$ cat src/rtl/rgbfb_ram.sv
// rgbfb_ram: generic simple dual-port synchronous ram
// one write port, one read port with registered read data
// no dependencies
module rgbfb_ram #(
  parameter int WIDTH = 32,
  parameter int DEPTH = 2
) (
  input  logic                                    clk,
  input  logic                                    we,
  input  logic [(DEPTH > 1 ? $clog2(DEPTH) : 1)-1:0] waddr,
  input  logic [WIDTH-1:0]                        wdata,
  input  logic [(DEPTH > 1 ? $clog2(DEPTH) : 1)-1:0] raddr,
  output logic [WIDTH-1:0]                        rdata
);

  logic [WIDTH-1:0] mem [DEPTH];

  always_ff @(posedge clk) begin
    if (we) begin
      mem[waddr] <= wdata;
    end
    rdata <= mem[raddr];
  end

endmodule

$ cat config.mk
export PLATFORM = sky130hd
export DESIGN_NAME = rgbfb_ram
export DESIGN_NICKNAME = d
export VERILOG_FILES = /design/src/rtl/rgbfb_ram.sv
export SDC_FILE = /design/constraint.sdc
export NUM_CORES = 1
export LEC_CHECK = 0
export BUFFER_PORTS_ARGS = -buffer_cell sky130_fd_sc_hd__buf_2
export CAP_MARGIN = 10
export CORE_MARGIN = 2
export CORE_UTILIZATION = 53
export DETAILED_ROUTE_END_ITERATION = 16
export PLACE_DENSITY = 0.8
export SKIP_LAST_GASP = 1
export SYNTH_ARGS = -nofsm -noshare
export SYNTH_HDL_FRONTEND = slang
export SYNTH_SLANG_ARGS = --single-unit
$ cat constraint.sdc
create_clock -name clk -period 2.47 [get_ports clk]
set_input_delay 0.1235 -clock clk [delete_from_list [all_inputs] [get_ports clk]]
set_output_delay 0.1235 -clock clk [all_outputs]
set_load 0.005 [all_outputs]
Word-level counts from Yosys, hierarchy flattened:

Memory sizes are Yosys's and may differ from the RTL's. A register that Yosys moved wholly into a read port is not among the register bits.
Index checks and enable logic that the tools add are counted.
W data, S select, Z words.

* add/sub/neg operators: 0
* multiplexer cells: 2
* div/mod/pow operators: 0
* equality and inequality tests: 0
* bitwise gates (word level): 0
* reduce and logical (&&, ||, !) cells: 0
* shift-type cells: 0
* magnitude comparators: 0
* multiply operators: 0

Operators by type and width (count)
* $mux W1: 2

* input bits: 36
* logic and storage cells: 3
* latch bits: 0
* bits in read-only memories: 0
* memories: 1
* bits in writable memories: 64
* register bits after elaboration: 0

Memory list
* mem: words 2, bits a word 32, rd ports 1, clocked after memory_dff 1, wr ports 1, RTL line 16 `logic [WIDTH-1:0] mem [DEPTH];`

Logic depth before layout (Yosys ltp):

* depth after elaboration: 2
* gate-level depth with buffers: 3
* gate-level depth less buffers: 1

Least setup slack after synthesis:

Ideal clock, no wire load.

* path kind: input port to flip-flop
* start point: input waddr
* end point: memory mem[0][0] (enable)
* setup time: 425 ps
* setup slack: 469 ps
* data arrival time: 1576 ps
* cell stages on the path: 1
* path through: nor2b_1

RTL lines
* start, declared: RTL line 10 `input logic [(DEPTH > 1 ? $clog2(DEPTH) : 1)-1:0] waddr,`
* end, declared: RTL line 16

No word-level cell before the write port.

Final worst setup path:

* start point: input raddr
* end point: register rdata[9], read port of mem

RTL lines
* start, declared: RTL line 12 `input logic [(DEPTH > 1 ? $clog2(DEPTH) : 1)-1:0] raddr,`
* end, declared: RTL line 13 `output logic [WIDTH-1:0] rdata`

No word-level cell between the ends.

==> metrics.yaml <==
run_status:
  outcome: "finished clean"
sta:
  finalSetupTns_ns: 0
  finalCritPeriodShare_pct: 42.4
  rsz0062_at_grt: "no"
  fmax_mhz: 954
  period_needed_ns: 1.05
  finalHoldViolCount: 0
  finalWorstSetupSlack_ns: 1.42
  clock_skew_ns: 0.00538
  slew_headroom_pct: 36.6
  holdWs_ns: 0.273
  slew_viol_final: 0
  final-setup-viol-count: 0
  tightest_slew_ns: 0.949
global_route:
  grtUsageTotal_pct: 15.0
  grt_first_pass_wirelength_mm: 6.92
  gr-total-overflow: 0
  grt_max_degree: 33
  antenna_found_initial: 0
  grt_pass1_vias: 1523
final_layout:
  design_area_mm2: 0.00406
  multi_input_area_um2: 493
  fin_nets: 279
  drive_above_1_share_pct: 47.6
  area_growth_pct: 30.1
  layout_common_cells: "buf_2, edfxtp_1, dlygate4sd3_1, dfxtp_1, mux2_4"
  fillers: 362
  final_cells: 320
  antenna_cells: 0
  final_common_cell: "buf_2"
  seq_area_mm2: 0.00256
logic_synthesis:
  synth_cell_types: 8
  syn_area_per_cell_um2: 23.3
  synth_nets: 170
  yosys_warnings: 0
  synth-seq-cells: 96
  synthCells: 134
  seq_area_frac_synth_pct: 82.2
  synthesis.area_mm2: 0.00312
setup_path:
  worstPathRequired_ns: 2.71
  setup.worst_path.end_class: "flip-flop"
  start_kind: "input port"
  crit_chain: "buf_2, buf_4, mux2_4"
  path_max_fanout: 21
  slowest_stage: "buf_2"
  cp_slowest_stage_delay_ns: 0.53
  crit_arrival_ns: 1.28
  worstSetupPathType: "in2reg"
power_and_ir_drop:
  p_leak_nw: 1.66
  power.density_mw_per_mm2: 809
  ir_worst_vdd_uv: 611
place:
  dpl_worst_slack_ns: 1.06
  dpl_cell_area_mm2: 0.00350
  gp_congestion: 0.624
  io_buffers: 67
  dp_cells: 272
clock_network:
  cts-root-buf: "clkbuf_8"
  clk_latency_ns: 0.34
  cts_buffers: 9
  cts_sinks: 96
  clk_pin_slew_ns: 0.09
  cts.path.max_buffers: 2
  cts_setup_buffers: 0
  cts_resized: 0
  cts_tree: "built"
  cts-htree-levels: 3
floorplan:
  top_level_ports: 68
  die_height_um: 80.7
  die_x_um: 80.7
  core_mm2: 0.00561
  initial_core_util_pct: 55.6
  num_rows: 27
  dieArea_mm2: 0.00651
routing:
  drc: 0
  ant_nets: 0
  dr.pass1.iters: 2
  route.vias.total: 1461
  via_per_inst: 4.57
  routedWlPerCell_um: 14.3
  first_iter_violations: 70
  routed_wl_mm: 4.59
min_path:
  hp-class: "in2reg"
flow_run:
  cap_violations: 0
## worst paths after layout
check / depth (start not counted) / startpoint / to / slack [ns]
worst max-delay path: 3 / raddr / rdata[9]$_DFF_P_ / 1.42
worst min-delay path: 2 / waddr / mem[0][0]$_DFFE_PP_ / 0.27
worst max register to register: 1 / mem[0][22]$_DFFE_PP_ / rdata[22]$_DFF_P_ / 1.70
worst min register to register: 1 / mem[0][14]$_DFFE_PP_ / rdata[14]$_DFF_P_ / 0.47
## area by class of cell
type	count	share of cell area, %
sequential	96	63.1
timing repair buffer	102	16.7
multi-input combinational	34	12.1
clock buffer	10	3.14
clock inverter	6	2.65
tap	72	2.22
## sequential cells by signal, indices dropped and copies added, names as in the netlist
register	flops
mem	64
rdata	32
## kinds of logic (layout without fill, tap and decap cells)
kind of cell	count (synthesis)	count (layout)	synth area share, %
flip-flops	96	96	82.1
AND/OR/NAND/NOR	2	2	0.401
buffers and inverters	4	118	2.29
multiplexers	32	32	15.2
## synth_stat cells
cell	count	area [µm²]
and2_1	1	6.26
buf_12	3	60.1
buf_6	1	11.3
dfxtp_1	32	641
edfxtp_1	64	1920
mux2_2	2	22.5
mux2_4	30	450
nor2b_1	1	6.26
## worst max-delay path, delay by kind of cell
| family | cells | cell delay [ns] |
|---|---|---|
| muxes | 1 | 0.31 |
| buffers and inverters | 2 | 0.85 |
## report_power, final
group          leakage (nW)  total, mW  switching (mW)  internal (mW)
registers             0.871       1.87          0.0305           1.84
logic                 0.676      0.246          0.0902          0.155
clock network         0.116       1.17           0.498          0.669
total                  1.66       3.28           0.619           2.66
## what timing repair did
item                                   CTS  global route
endpoints found under the hold margin   64             0
hold buffers                            32             0
setup endpoints to repair                0             0
## layer usage
metal | vias up | share of wire, % | global-route usage (%)
met4 | 0 | 1.8 | 8.14
met5 | - | 0 | 0
li1 | 718 | - | -
met1 | 688 | 43 | 16.7
met2 | 47 | 51 | 26.2
met3 | 8 | 4.6 | 4.16
## stage by stage
stage               total power, mW  utilization (%)
global route                   3.41             72.4
finish                         3.28             72.4
detailed placement             2.12             62.5
floorplan                      2.02                -
global placement               2.11             62.5
CTS                            3.31             72.4
No activity file was read; power rests on OpenSTA's default activity.
